## config.mk

```make
export PLATFORM = sky130hd
export DESIGN_NAME = annexb_nal_unit_splitter
export DESIGN_NICKNAME = d
export VERILOG_FILES = /design/src/sv/annexb_pkg.sv /design/src/sv/annexb_parse.sv /design/src/sv/annexb_out.sv /design/src/sv/annexb_nal_unit_splitter.sv
export VERILOG_INCLUDE_DIRS = /design/src /design/src/sv
export SDC_FILE = /design/constraint.sdc
export NUM_CORES = 1
export LEC_CHECK = 0
export BUFFER_PORTS_ARGS = -buffer_cell sky130_fd_sc_hd__buf_2
export CORE_MARGIN = 5
export CORE_UTILIZATION = 50
export CTS_CLUSTER_DIAMETER = 120
export DETAILED_ROUTE_END_ITERATION = 7
export PLACE_DENSITY_LB_ADDON = 0.12
export SLEW_MARGIN = 15
export SYNTH_ARGS = -nofsm -noshare
export SYNTH_HDL_FRONTEND = slang
export SYNTH_SLANG_ARGS = --single-unit
```

## constraint.sdc

```tcl
create_clock -name aclk -period 25.6 [get_ports aclk]
set_input_delay 3.84 -clock aclk [delete_from_list [all_inputs] [get_ports aclk]]
set_output_delay 3.84 -clock aclk [all_outputs]
set_load 0.005 [all_outputs]
```

## src/sv/annexb_nal_unit_splitter_macros.svh

```systemverilog
// assertion helpers used by the splitter output module
`ifndef ANNEXB_NAL_UNIT_SPLITTER_MACROS_SVH
`define ANNEXB_NAL_UNIT_SPLITTER_MACROS_SVH

// same-cycle implication, clocked on aclk, off during reset
`define ANX_ASSERT_NOW(lbl, cond, prop) \
    lbl: assert property (@(posedge aclk) disable iff (!aresetn) (cond) |-> (prop)) \
        else $error("splitter check failed");

// next-cycle implication, clocked on aclk, off during reset
`define ANX_ASSERT_NEXT(lbl, cond, prop) \
    lbl: assert property (@(posedge aclk) disable iff (!aresetn) (cond) |=> (prop)) \
        else $error("splitter check failed");

`endif

```

## src/sv/annexb_pkg.sv

```systemverilog
`default_nettype none
package annexb_pkg;

    localparam int NAL_SIZE_BITS = 24;
    localparam int SAMPLE_BITS   = 32;
    localparam int SUM_BITS      = SAMPLE_BITS + 1;
    localparam int MAX_RESULTS   = 3;
    localparam int SLOT_BITS     = $clog2(MAX_RESULTS);
    localparam int COUNT_BITS    = $clog2(MAX_RESULTS + 1);
    localparam int PREFIX_BYTES  = 4;
    localparam int START_ZEROS   = 2;

    typedef logic [NAL_SIZE_BITS-1:0] size_t;
    typedef logic [4:0]               nal_type_t;

    localparam size_t     SIZE_LIMIT  = {NAL_SIZE_BITS{1'b1}};
    localparam nal_type_t TYPE_SLICE  = 5'd1;
    localparam nal_type_t TYPE_IDR    = 5'd5;
    localparam nal_type_t TYPE_SPS    = 5'd7;
    localparam nal_type_t TYPE_PPS    = 5'd8;
    localparam logic [7:0] START_BYTE = 8'h01;

    typedef enum logic [1:0] {
        KIND_PAYLOAD  = 2'd0,
        KIND_NAL_END  = 2'd1,
        KIND_UNIT_END = 2'd2
    } kind_t;

    typedef struct packed {
        logic [7:0] data_byte;
        logic       last_of_unit;
    } in_item_t;

    typedef struct packed {
        kind_t                  kind;
        logic [7:0]             payload_byte;
        size_t                  zeros_before;
        logic                   first_of_nal;
        nal_type_t              nal_type;
        size_t                  nal_length;
        logic                   nal_included;
        logic [SAMPLE_BITS-1:0] sample_size;
        logic                   has_vcl;
        logic                   size_overflow;
        logic                   last;
    } out_item_t;

    typedef struct packed {
        logic [COUNT_BITS-1:0]         count;
        out_item_t [MAX_RESULTS-1:0]   slot;
    } result_set_t;

    typedef struct packed {
        logic                   nal_open;
        size_t                  zero_run;
        size_t                  count;
        nal_type_t              ntype;
        logic [SAMPLE_BITS-1:0] total;
        logic                   vcl;
        logic                   ovf;
    } parse_state_t;

endpackage
`default_nettype wire

```

## src/sv/annexb_parse.sv

```systemverilog
`default_nettype none
module annexb_parse
    import annexb_pkg::*;
(
    input  wire logic        aclk,
    input  wire logic        aresetn,
    input  wire logic        s_valid,
    output logic             s_ready,
    input  wire in_item_t    s_item,
    input  wire logic        load_ready,
    output logic             load,
    output result_set_t      load_set
);

    typedef struct packed {
        logic         fire;
        out_item_t    item;
        parse_state_t st;
    } nal_end_t;

    function automatic nal_end_t end_nal(parse_state_t st);
        nal_end_t            r;
        logic                incl;
        logic [SUM_BITS-1:0] sum;
        r      = '0;
        r.st   = st;
        r.fire = st.nal_open && (st.count != '0);
        incl   = (st.ntype != TYPE_SPS) && (st.ntype != TYPE_PPS);
        sum    = SUM_BITS'(st.total) + SUM_BITS'(st.count) + SUM_BITS'(PREFIX_BYTES);
        if (r.fire) begin
            if ((st.ntype == TYPE_SLICE) || (st.ntype == TYPE_IDR)) begin
                r.st.vcl = 1'b1;
            end
            if (incl) begin
                if (sum[SAMPLE_BITS]) begin
                    r.st.total = {SAMPLE_BITS{1'b1}};
                    r.st.ovf   = 1'b1;
                end else begin
                    r.st.total = sum[SAMPLE_BITS-1:0];
                end
            end
            r.item.kind          = KIND_NAL_END;
            r.item.nal_type      = st.ntype;
            r.item.nal_length    = st.count;
            r.item.nal_included  = incl;
            r.item.sample_size   = r.st.total;
            r.item.has_vcl       = r.st.vcl;
            r.item.size_overflow = r.st.ovf;
            r.st.count           = '0;
            r.st.ntype           = '0;
        end
        return r;
    endfunction

    logic         in_valid_reg;
    in_item_t     in_item_reg;
    parse_state_t state_reg;
    parse_state_t state_next;
    result_set_t  set_next;

    assign load    = in_valid_reg && load_ready;
    assign s_ready = !in_valid_reg || load_ready;

    always_comb begin
        parse_state_t          st;
        parse_state_t          st_pre;
        nal_end_t              er;
        out_item_t             it;
        logic [7:0]            b;
        logic                  is_start;
        logic                  last_in;
        logic [NAL_SIZE_BITS:0] add_sum;
        logic [COUNT_BITS-1:0] n;
        st       = state_reg;
        st_pre   = state_reg;
        set_next = '0;
        n        = '0;
        b        = in_item_reg.data_byte;
        last_in  = in_item_reg.last_of_unit;
        is_start = (b == START_BYTE) && (st.zero_run >= size_t'(START_ZEROS));
        add_sum  = {1'b0, st.count} + {1'b0, st.zero_run} + (NAL_SIZE_BITS+1)'(1);
        it       = '0;
        if (b == 8'd0) begin
            if (st.zero_run != SIZE_LIMIT) begin
                st.zero_run = st.zero_run + size_t'(1);
            end
        end else if (is_start) begin
            st = state_reg;
        end else if (!st.nal_open) begin
            st.zero_run = '0;
        end else begin
            it.kind         = KIND_PAYLOAD;
            it.payload_byte = b;
            it.zeros_before = st.zero_run;
            if (st.count == '0) begin
                it.first_of_nal = 1'b1;
                st.ntype = (st.zero_run != '0) ? nal_type_t'(0) : b[4:0];
            end
            if (add_sum[NAL_SIZE_BITS]) begin
                st.count = SIZE_LIMIT;
                st.ovf   = 1'b1;
            end else begin
                st.count = add_sum[NAL_SIZE_BITS-1:0];
            end
            st.zero_run = '0;
            set_next.slot[n[SLOT_BITS-1:0]] = it;
            n = n + COUNT_BITS'(1);
        end
        er = end_nal(is_start ? st_pre : st);
        if (is_start || last_in) begin
            st = er.st;
            if (er.fire) begin
                set_next.slot[n[SLOT_BITS-1:0]] = er.item;
                n = n + COUNT_BITS'(1);
            end
        end
        if (is_start) begin
            st.nal_open = 1'b1;
            st.count    = '0;
            st.ntype    = '0;
            st.zero_run = '0;
        end
        if (last_in) begin
            it               = '0;
            it.kind          = KIND_UNIT_END;
            it.sample_size   = st.total;
            it.has_vcl       = st.vcl;
            it.size_overflow = st.ovf;
            set_next.slot[n[SLOT_BITS-1:0]] = it;
            n  = n + COUNT_BITS'(1);
            st = '0;
        end
        if (n != '0) begin
            set_next.slot[SLOT_BITS'(n - COUNT_BITS'(1))].last = 1'b1;
        end
        set_next.count = n;
        state_next     = st;
    end

    assign load_set = set_next;

    always_ff @(posedge aclk) begin
        if (!aresetn) begin
            in_valid_reg <= 1'b0;
            state_reg    <= '0;
        end else begin
            if (s_valid && s_ready) begin
                in_valid_reg <= 1'b1;
            end else if (load) begin
                in_valid_reg <= 1'b0;
            end
            if (load) begin
                state_reg <= state_next;
            end
        end
    end

    always_ff @(posedge aclk) begin
        if (s_valid && s_ready) begin
            in_item_reg <= s_item;
        end
    end

endmodule
`default_nettype wire

```

## src/sv/annexb_out.sv

```systemverilog
`default_nettype none
`include "annexb_nal_unit_splitter_macros.svh"
module annexb_out
    import annexb_pkg::*;
(
    input  wire logic        aclk,
    input  wire logic        aresetn,
    input  wire logic        load,
    input  wire result_set_t load_set,
    output logic             load_ready,
    output logic             m_valid,
    input  wire logic        m_ready,
    output out_item_t        m_item
);

    out_item_t [MAX_RESULTS-1:0] slot_reg;
    logic [SLOT_BITS-1:0]        head_reg;
    logic [COUNT_BITS-1:0]       remaining_reg;

    assign m_valid    = remaining_reg != '0;
    assign m_item     = slot_reg[head_reg];
    assign load_ready = (remaining_reg == '0) ||
                        ((remaining_reg == COUNT_BITS'(1)) && m_ready);

    always_ff @(posedge aclk) begin
        if (!aresetn) begin
            head_reg      <= '0;
            remaining_reg <= '0;
        end else if (load) begin
            head_reg      <= '0;
            remaining_reg <= load_set.count;
        end else if (m_valid && m_ready) begin
            head_reg      <= head_reg + SLOT_BITS'(1);
            remaining_reg <= remaining_reg - COUNT_BITS'(1);
        end
    end

    always_ff @(posedge aclk) begin
        if (load) begin
            slot_reg <= load_set.slot;
        end
    end

    `ANX_ASSERT_NOW(a_last_is_final, m_valid && m_item.last, remaining_reg == COUNT_BITS'(1))
    `ANX_ASSERT_NEXT(a_load_shows, load && (load_set.count != '0), m_valid && (head_reg == '0))
    `ANX_ASSERT_NEXT(a_more_follow, m_valid && m_ready && !m_item.last, m_valid)

endmodule
`default_nettype wire

```

## src/sv/annexb_nal_unit_splitter.sv

```systemverilog
// annexb_nal_unit_splitter: splits an annex b access unit into nal units
// input channel s_valid/s_ready/s_item carries one stream byte per item,
// with last_of_unit set on the final byte of the access unit
// output channel m_valid/m_ready/m_item gives payload bytes (with the count
// of held zeros before each), nal end records and an access unit end record
// one input byte gives zero to three output items; m_item.last marks the
// final item caused by a byte
// path: a taken byte sits in the input register, then its items are loaded
// into the result register; throughput while m_ready is high: one byte per
// cycle while each byte gives at most one item; a byte that gives more items
// holds the input while the single result register is emptied one item a cycle
// reset: aresetn low at a clock edge clears the parse state, the input valid flag
// and the result count (held data stays); outputs go idle
// stall: while m_ready is low the result register holds and the input
// register fills, then s_ready drops; no item is lost
`default_nettype none
module annexb_nal_unit_splitter
    import annexb_pkg::*;
(
    input  wire logic     aclk,
    input  wire logic     aresetn,
    input  wire logic     s_valid,
    output logic          s_ready,
    input  wire in_item_t s_item,
    output logic          m_valid,
    input  wire logic     m_ready,
    output out_item_t     m_item
);

    logic        load;
    logic        load_ready;
    result_set_t load_set;

    annexb_parse u_parse (
        .aclk       (aclk),
        .aresetn    (aresetn),
        .s_valid    (s_valid),
        .s_ready    (s_ready),
        .s_item     (s_item),
        .load_ready (load_ready),
        .load       (load),
        .load_set   (load_set)
    );

    annexb_out u_out (
        .aclk       (aclk),
        .aresetn    (aresetn),
        .load       (load),
        .load_set   (load_set),
        .load_ready (load_ready),
        .m_valid    (m_valid),
        .m_ready    (m_ready),
        .m_item     (m_item)
    );

endmodule
`default_nettype wire

```

After elaboration in Yosys (flattened, before gate mapping) --
Cells that the tools add are included.
Word-level totals: register bits 402, input bits 13, word-level logic and storage cells 150
Cells by class: add/sub/neg operators 10, $lt $le $gt $ge 8, equality and inequality tests 7, mux-type cells 52, bitwise logic cells 1, reductions and logical operators 27
Operators by type and width (count):
- $mux 300 | 4
- $bwmux 300 | 3
- $demux 100 s2 | 3
- $mux 100 | 5
- $bmux 100 s2 | 1
- $mux 88 | 2
- $mux 63 | 2
- $mux 98 | 1
- $mux 87 | 1
- $mux 24 | 3
- $mux 32 | 2
- $mux 64 | 1
- $mux 54 | 1
- $mux 53 | 1
- $reduce_bool 24->1 | 2
- $add 32x24->33 | 1
- $add 33x3->33 const B | 1
- $mux 29 | 1
- $add 24x24->25 | 1
- $add 25x1->25 const B | 1
- $add 24x1->24 const B | 1
- $ge 24x2->1 const B | 1
- $logic_not 24->1 | 1
- $ne 24x24->1 const B | 1
- other kinds (23) | 64

Depth between registers and ports, before layout --
Gate-level depths: netlist (run 1).
depth in word-level cells 20, depth in mapped cells 28, depth with buffers taken out 26

Cells and area by module --
Synthesis (run 1) repeated with hierarchy kept, for this count alone.
Unflattened totals: cell total of the unflattened synthesis 2214, area, all modules 23481.3 sq um
By module, submodules not included:
- annexb_out | instances 1, cells an instance 661, area each 12130.4 sq um
- annexb_parse | instances 1, cells an instance 1553, area each 11350.9 sq um

Worst setup path after synthesis (run 1) --
No wires, ideal clock.
path kind input-to-reg, from input port m_ready, to register u_parse.state_reg[83] (netlist name), library setup time 0.117 ns, arrival 11.349 ns, data required time 25.483 ns, path slack 14.134 ns, stages 10, path buffers 3, cells stage by stage a21oi_1 nand2b_1 clkbuf_1 clkinv_1 nand3b_1 or3_1 clkbuf_1 clkbuf_1 o21ai_0 a22o_1
On the way: cells in the longest elaborated chain, start to end 3
Ends and longest elaborated chain:
- from (decl) | RTL line annexb_nal_unit_splitter.sv:26 | input wire logic m_ready,
- $logic_and 1x1->1 | RTL line annexb_out.sv:23 | ((remaining_reg == COUNT_BITS'(1)) && m_ready);
- $logic_or 1x1->1 | RTL line annexb_out.sv:22 | assign load_ready = (remaining_reg == '0) ||
- $logic_and 1x1->1 | RTL line annexb_parse.sv:61 | assign load = in_valid_reg && load_ready;
- via load | RTL line annexb_nal_unit_splitter.sv:30 | logic load;
- to (signal assigned) | RTL line annexb_parse.sv:153 | state_reg <= state_next;
- to (decl) | RTL line annexb_parse.sv:57 | parse_state_t state_reg;
The timed path passes the listed nets, and every way through them passes these cells. A chain may end at the register's enable or synchronous reset.

Worst setup path in the final report (run 1) --
from input port m_ready, to output port s_ready
On the way: cells in the longest elaborated chain, start to end 3
Ends and longest elaborated chain:
- $logic_and 1x1->1 | RTL line annexb_out.sv:23
- $logic_or 1x1->1 | RTL line annexb_out.sv:22
- $logic_or 1x1->1 | RTL line annexb_parse.sv:62 | assign s_ready = !in_valid_reg || load_ready;
- to (decl) | RTL line annexb_nal_unit_splitter.sv:23 | output logic s_ready,
No other way between the ends.

==> results of run 1 <==
-- critical path, stage by stage --
cell and delay, ns:
buf_2 0.10, a21oi_1 0.21, nand2_1 0.09, buf_2 0.13
-- placed cells by master (no fill, tap or decap), types with 6 or more instances in the layout --
cell and n:
dfxtp_1 91, a211oi_1 19, o22ai_1 7, clkbuf_1 8, nor3_1 43, and4_1 9
o32ai_1 8, nand2b_1 10, xnor2_1 25, buf_2 114, nand3_1 35, a21o_1 11
clkbuf_16 36, nor2b_1 26, o21ai_0 118, nand4_1 13, edfxtp_1 212, xor2_1 18
a31oi_1 22, or3_1 8, nand2_1 154, inv_1 50, mux2i_1 93, a22o_1 47
and2_1 57, nor4_1 11, nor2_1 177, o21a_1 9, a21oi_1 85, a32o_1 10
o31ai_1 9, clkinv_2 6, and3_1 46, o2bb2ai_1 21, ha_1 82, buf_4 18
-- routing by layer --
metal  vias to the layer above  share of wire, %  wire length (µm)
met5                         -                 0                 0
met4                         0               2.2              1050
met3                        74               6.1              2960
met2                       429                44             21300
met1                      6702                47             22800
li1                       6617                 -                 -
-- report_power, final --
group	switching [mW]	internal (mW)	total [mW]
Clock	0.197	0.290	0.487
Sequential	0.0193	0.587	0.606
Combinational	0.126	0.0702	0.196
-- cell type report --
| cell class | instances | area, µm² |
|---|---|---|
| Clock buffer | 48 | 986 |
| Clock inverter | 15 | 134 |
| Fill cell | 3071 | 15000 |
| Inverter | 53 | 206 |
| Multi-Input combinational cell | 1290 | 8590 |
| Sequential cell | 305 | 8240 |
| Tap cell | 455 | 569 |
| Timing Repair Buffer | 132 | 706 |
-- worst paths after layout --
path | from | to | slack (ns) | cells past startpoint
min reg2reg | u_parse.state_reg[38]$_SDFFE_PN0P_ | u_parse.state_reg[38]$_SDFFE_PN0P_ | 0.50 | 2
max reg2reg | u_parse.state_reg[63]$_SDFFE_PN0P_ | u_out.slot_reg[6]$_DFFE_PP_ | 18.26 | 25
max | m_ready | s_ready | 17.38 | 4
min | u_parse.state_reg[38]$_SDFFE_PN0P_ | u_parse.state_reg[38]$_SDFFE_PN0P_ | 0.50 | 2
-- logic make-up after synthesis --
logic type               Yosys count  synth area share (%)
buffers and inverters            153                  3.57
adder cells (fa/ha/maj)           84                  6.12
XOR/XNOR                          43                  2.16
flip-flops                       305                  47.2
multiplexers                      97                  5.61
AO/OA/AOI/OAI                    439                  17.5
AND/OR/NAND/NOR                  627                  17.8
==> impl_metrics.py, run 1 <==
metrics = {
    "outcome": {
        "status": "finished clean",
    },
    "synthesis": {
        "yosysMostFrequentCell": "edfxtp_1",
        "synth_edf_count": 212,
        "synthTopCellsByArea": "edfxtp_1 (37%), dfxtp_1 (11%), ha_1 (5.9%), mux2i_1 (5.3%), nor2_1 (3.9%)",
        "synth_top_area_share_pct": 36.5,
        "synth_ff_type": "edfxtp_1",
        "synth_nets": 1845,
        "async_flop_share_pct": 0,
        "synth_top_cell_by_area": "edfxtp_1",
        "syn_avg_cell_area_um2": 9.97,
        "syn_area_um2": 17400,
        "synth_common_cells": "edfxtp_1 (212), nor2_1 (179), nand2_1 (154)",
        "ys_types": 94,
        "syn_inst": 1748,
        "yosysWarnings": 0,
        "ys_ff_latch": 305,
        "seq_area_frac_synth_pct": 47.2,
    },
    "place": {
        "portBuffers": 114,
        "finalWeightedCongestion": 0.937,
        "place_area_um2": 18300,
        "hpwl_um": 34400,
        "dpl_worst_slack_ns": 17.38,
        "dp_cells": 2235,
    },
    "worst_setup_path": {
        "path_max_fanout": 3,
        "cp-end-kind": "output pin",
        "critPathKind": "primary input to output pin",
        "crit_required_ns": 21.76,
        "cp-start-kind": "primary input",
        "worstPathArrival_ns": 4.38,
    },
    "power_and_ir_drop": {
        "p_per_area_nw_per_um2": 66.4,
        "vdd_drop_max_v": 0.0000584,
        "leakage_nw": 7.38,
        "power_mw": 1.29,
    },
    "cells_and_area": {
        "fin_util_pct": 56.4,
        "instances_no_fill": 2298,
        "area_growth_syn_to_layout_pct": 11.5,
        "largest_reg_flops": 203,
        "final_area_um2": 19400,
        "final_nets": 1914,
        "drive_above_1_share_pct": 12.5,
        "antennaDiodeCount": 0,
    },
    "timing": {
        "rsz0062_at_grt": "false",
        "setup_viol": 0,
        "fin_crit_sh_pct": 32.1,
        "hold_viol": 0,
        "report.final.slew_viol_count": 0,
        "worst_pin_slew_ns": 1.13,
        "fin_hold_ws_ns": 0.501,
        "maxSlewHeadroom_pct": 24.4,
        "timing.setup.tns_ns": 0,
        "finClkSkew_ns": 0.0177,
        "min_period_ns": 8.22,
        "max_freq_ghz": 0.122,
        "setup_slack_ns": 17.38,
    },
    "clock_tree": {
        "cts_hold_buf": 0,
        "cts_buffer_depth": 3,
        "cts_buffers": 35,
        "cts_root_buf": "clkbuf_16",
        "clock-sinks": 305,
        "htreeDepth": 2,
        "cts_setup_buffers": 0,
        "clock_latency_ns": 0.52,
        "post_cts_resized": 0,
        "cts_tree": "built",
        "path_clk_slew_ns": 0.06,
    },
    "global_routing": {
        "grt_pass1_wl_um": 75400,
        "overflow": 0,
        "grt_util_met1_pct": 36.8,
        "antenna_found_initial": 2,
        "grtUsageMet2_pct": 36.9,
        "grt.total_usage_pct": 24.3,
        "gr-max-usage-layer": "met2",
        "met3_usage_pct": 3.64,
        "grt_pass1_vias": 13000,
        "grt_max_degree": 86,
    },
    "route": {
        "initialDrtViolationCount": 1162,
        "wl_um": 48200,
        "wire_per_inst_um": 21.0,
        "drtPass1Iterations": 5,
        "vias": 13800,
        "ant_nets": 0,
        "viasPerCell": 6.01,
        "drc": 0,
    },
    "floorplan": {
        "rows": 68,
        "die_h_um": 197,
        "die_w_um": 197,
        "start_util_pct": 50.6,
        "die_area_um2": 38700,
        "ios": 115,
        "coreArea_um2": 34500,
    },
    "hold_path": {
        "hold_path.class": "flip-flop to flip-flop",
    },
    "job": {
        "max-cap-violations": 0,
    },
}
Note: power is estimated with default switching activity, not from simulation.
==> inputs of run 2 (changes only) <==
- clock period: 25.6 -> 8.4 ns (I/O delays scaled with it)
==> run 2 against run 1 <==
  * Combinational power rose to 3.1 times the previous value
  * Core utilization increased by 0.051 points
  * Via count increased by 0.58%
  * Sequential cell count is the same
  * Largest cell class unchanged
==> impl_metrics.py, run 2 (same netlist as run 1, synthesis figures left out) <==
metrics = {
    "place": {
        "place_area_um2": 18300,
        "hpwl_um": 34900,
        "dp_cells": 2234,
        "finalWeightedCongestion": 0.934,
        "dpl_worst_slack_ns": 1.48,
        "portBuffers": 114,
    },
    "route": {
        "ant_nets": 0,
        "vias": 13900,
        "wire_per_inst_um": 21.4,
        "wl_um": 49200,
        "initialDrtViolationCount": 1165,
        "drtPass1Iterations": 6,
        "drc": 0,
        "viasPerCell": 6.05,
    },
    "floorplan": {
        "start_util_pct": 50.6,
        "die_h_um": 197,
        "rows": 68,
        "die_w_um": 197,
        "ios": 115,
        "die_area_um2": 38700,
        "coreArea_um2": 34500,
    },
    "worst_setup_path": {
        "cp-start-kind": "flip-flop",
        "crit_required_ns": 8.65,
        "critPathKind": "flip-flop to flip-flop",
        "worstPathArrival_ns": 7.26,
        "path_max_fanout": 18,
        "cp-end-kind": "flip-flop",
    },
    "timing": {
        "max_freq_ghz": 0.143,
        "min_period_ns": 7.01,
        "report.final.slew_viol_count": 0,
        "finClkSkew_ns": 0.0271,
        "hold_viol": 0,
        "worst_pin_slew_ns": 1.07,
        "fin_crit_sh_pct": 83.5,
        "setup_slack_ns": 1.39,
        "maxSlewHeadroom_pct": 27.2,
        "rsz0062_at_grt": "false",
        "timing.setup.tns_ns": 0,
        "setup_viol": 0,
    },
    "global_routing": {
        "overflow": 0,
        "antenna_found_initial": 2,
        "grt_pass1_wl_um": 76900,
        "grt_pass1_vias": 13200,
        "grt_max_degree": 131,
        "grt.total_usage_pct": 24.8,
    },
    "clock_tree": {
        "clock_latency_ns": 0.54,
        "cts_buffers": 35,
        "post_cts_resized": 0,
        "clock-sinks": 305,
        "cts_root_buf": "clkbuf_16",
        "cts_setup_buffers": 0,
        "htreeDepth": 2,
        "cts_buffer_depth": 3,
        "cts_hold_buf": 0,
        "cts_tree": "built",
        "path_clk_slew_ns": 0.06,
    },
    "cells_and_area": {
        "area_growth_syn_to_layout_pct": 11.6,
        "final_common_cell": "edfxtp_1",
        "fin_util_pct": 56.4,
        "multi_input_area_um2": 8590,
        "antennaDiodeCount": 0,
        "instances_no_fill": 2298,
        "layout_common_cells": "edfxtp_1 (212), nor2_1 (177), nand2_1 (154)",
        "drive_above_1_share_pct": 12.6,
        "largest_reg_flops": 203,
        "fill_cells": 3010,
        "final_nets": 1913,
        "seqCellArea_um2": 8230,
        "final_area_um2": 19400,
    },
    "hold_path": {
        "hold_path.class": "flip-flop to flip-flop",
    },
    "job": {
        "max-cap-violations": 0,
    },
    "power_and_ir_drop": {
        "leakage_nw": 7.38,
        "p_per_area_nw_per_um2": 202,
        "vdd_drop_max_v": 0.000142,
    },
    "outcome": {
        "status": "finished clean",
    },
}
-- run 2: routing by layer --
metal  up-vias  routed length [µm]  GRT usage [%]
met5         -                   0              0
met4         0                 793           4.93
met3        60                3000           3.18
met2       460               21900           38.7
met1      6766               23500           37.5
li1       6616                   -              -
-- run 2: through the flow --
| stage | power [mW] | hold slack (ns) |
|---|---|---|
| 2_1_floorplan | 2.22 | 0.458 |
| 5_1_grt | 4.12 | 0.522 |
| 3_5_place_dp | 2.49 | 0.486 |
| 3_3_place_gp | 2.48 | 0.471 |
| 6_report | 3.94 | 0.502 |
| 4_1_cts | 3.98 | 0.501 |
-- run 2: power by group --
group          switching (mW)  leakage (nW)  internal, mW  total (mW)
Clock                   0.630         0.554         0.864        1.49
Combinational           0.391          4.03         0.213       0.604
Sequential             0.0507          2.80          1.79        1.84
-- run 2: worst paths after layout --
path                                                            to                               start  cells past startpoint  slack (ns)
worst max-delay path                 u_out.slot_reg[130]$_DFFE_PP_  u_parse.state_reg[63]$_SDFFE_PN0P_                     26        1.39
worst min-delay path            u_parse.state_reg[35]$_SDFFE_PN0P_  u_parse.state_reg[35]$_SDFFE_PN0P_                      2        0.50
worst max register to register       u_out.slot_reg[130]$_DFFE_PP_  u_parse.state_reg[63]$_SDFFE_PN0P_                     26        1.39
worst min register to register  u_parse.state_reg[35]$_SDFFE_PN0P_  u_parse.state_reg[35]$_SDFFE_PN0P_                      2        0.50
-- run 2: layout make-up --
class | count | area share (%)
clock buffer | 50 | 5.27
tap | 455 | 2.93
inverter | 53 | 1.06
clock inverter | 14 | 0.630
sequential | 305 | 42.3
timing repair buffer | 131 | 3.59
multi-input combinational | 1290 | 44.2
-- run 2: worst max-delay path, cell delays in order, from the launching register on --
cell and delay, ns:
dfxtp_1 0.32, inv_1 0.19, ha_1 0.22, inv_1 0.06, fa_1 0.43, a211oi_2 0.30, o21ai_2 0.18, o211ai_2 0.16
nand3b_1 0.19, o22a_1 0.51, o21ai_0 0.41, nand2_1 0.13, ha_1 0.31, ha_1 0.19, inv_1 0.06, fa_1 0.38
nor2b_1 0.14, o21ai_0 0.14, o21ba_2 0.24, o311a_1 0.38, nor3_1 0.28, o31a_1 0.21, o21ai_0 0.14, or2_2 0.38
a211oi_1 0.32, mux2i_1 0.33, o22ai_1 0.11
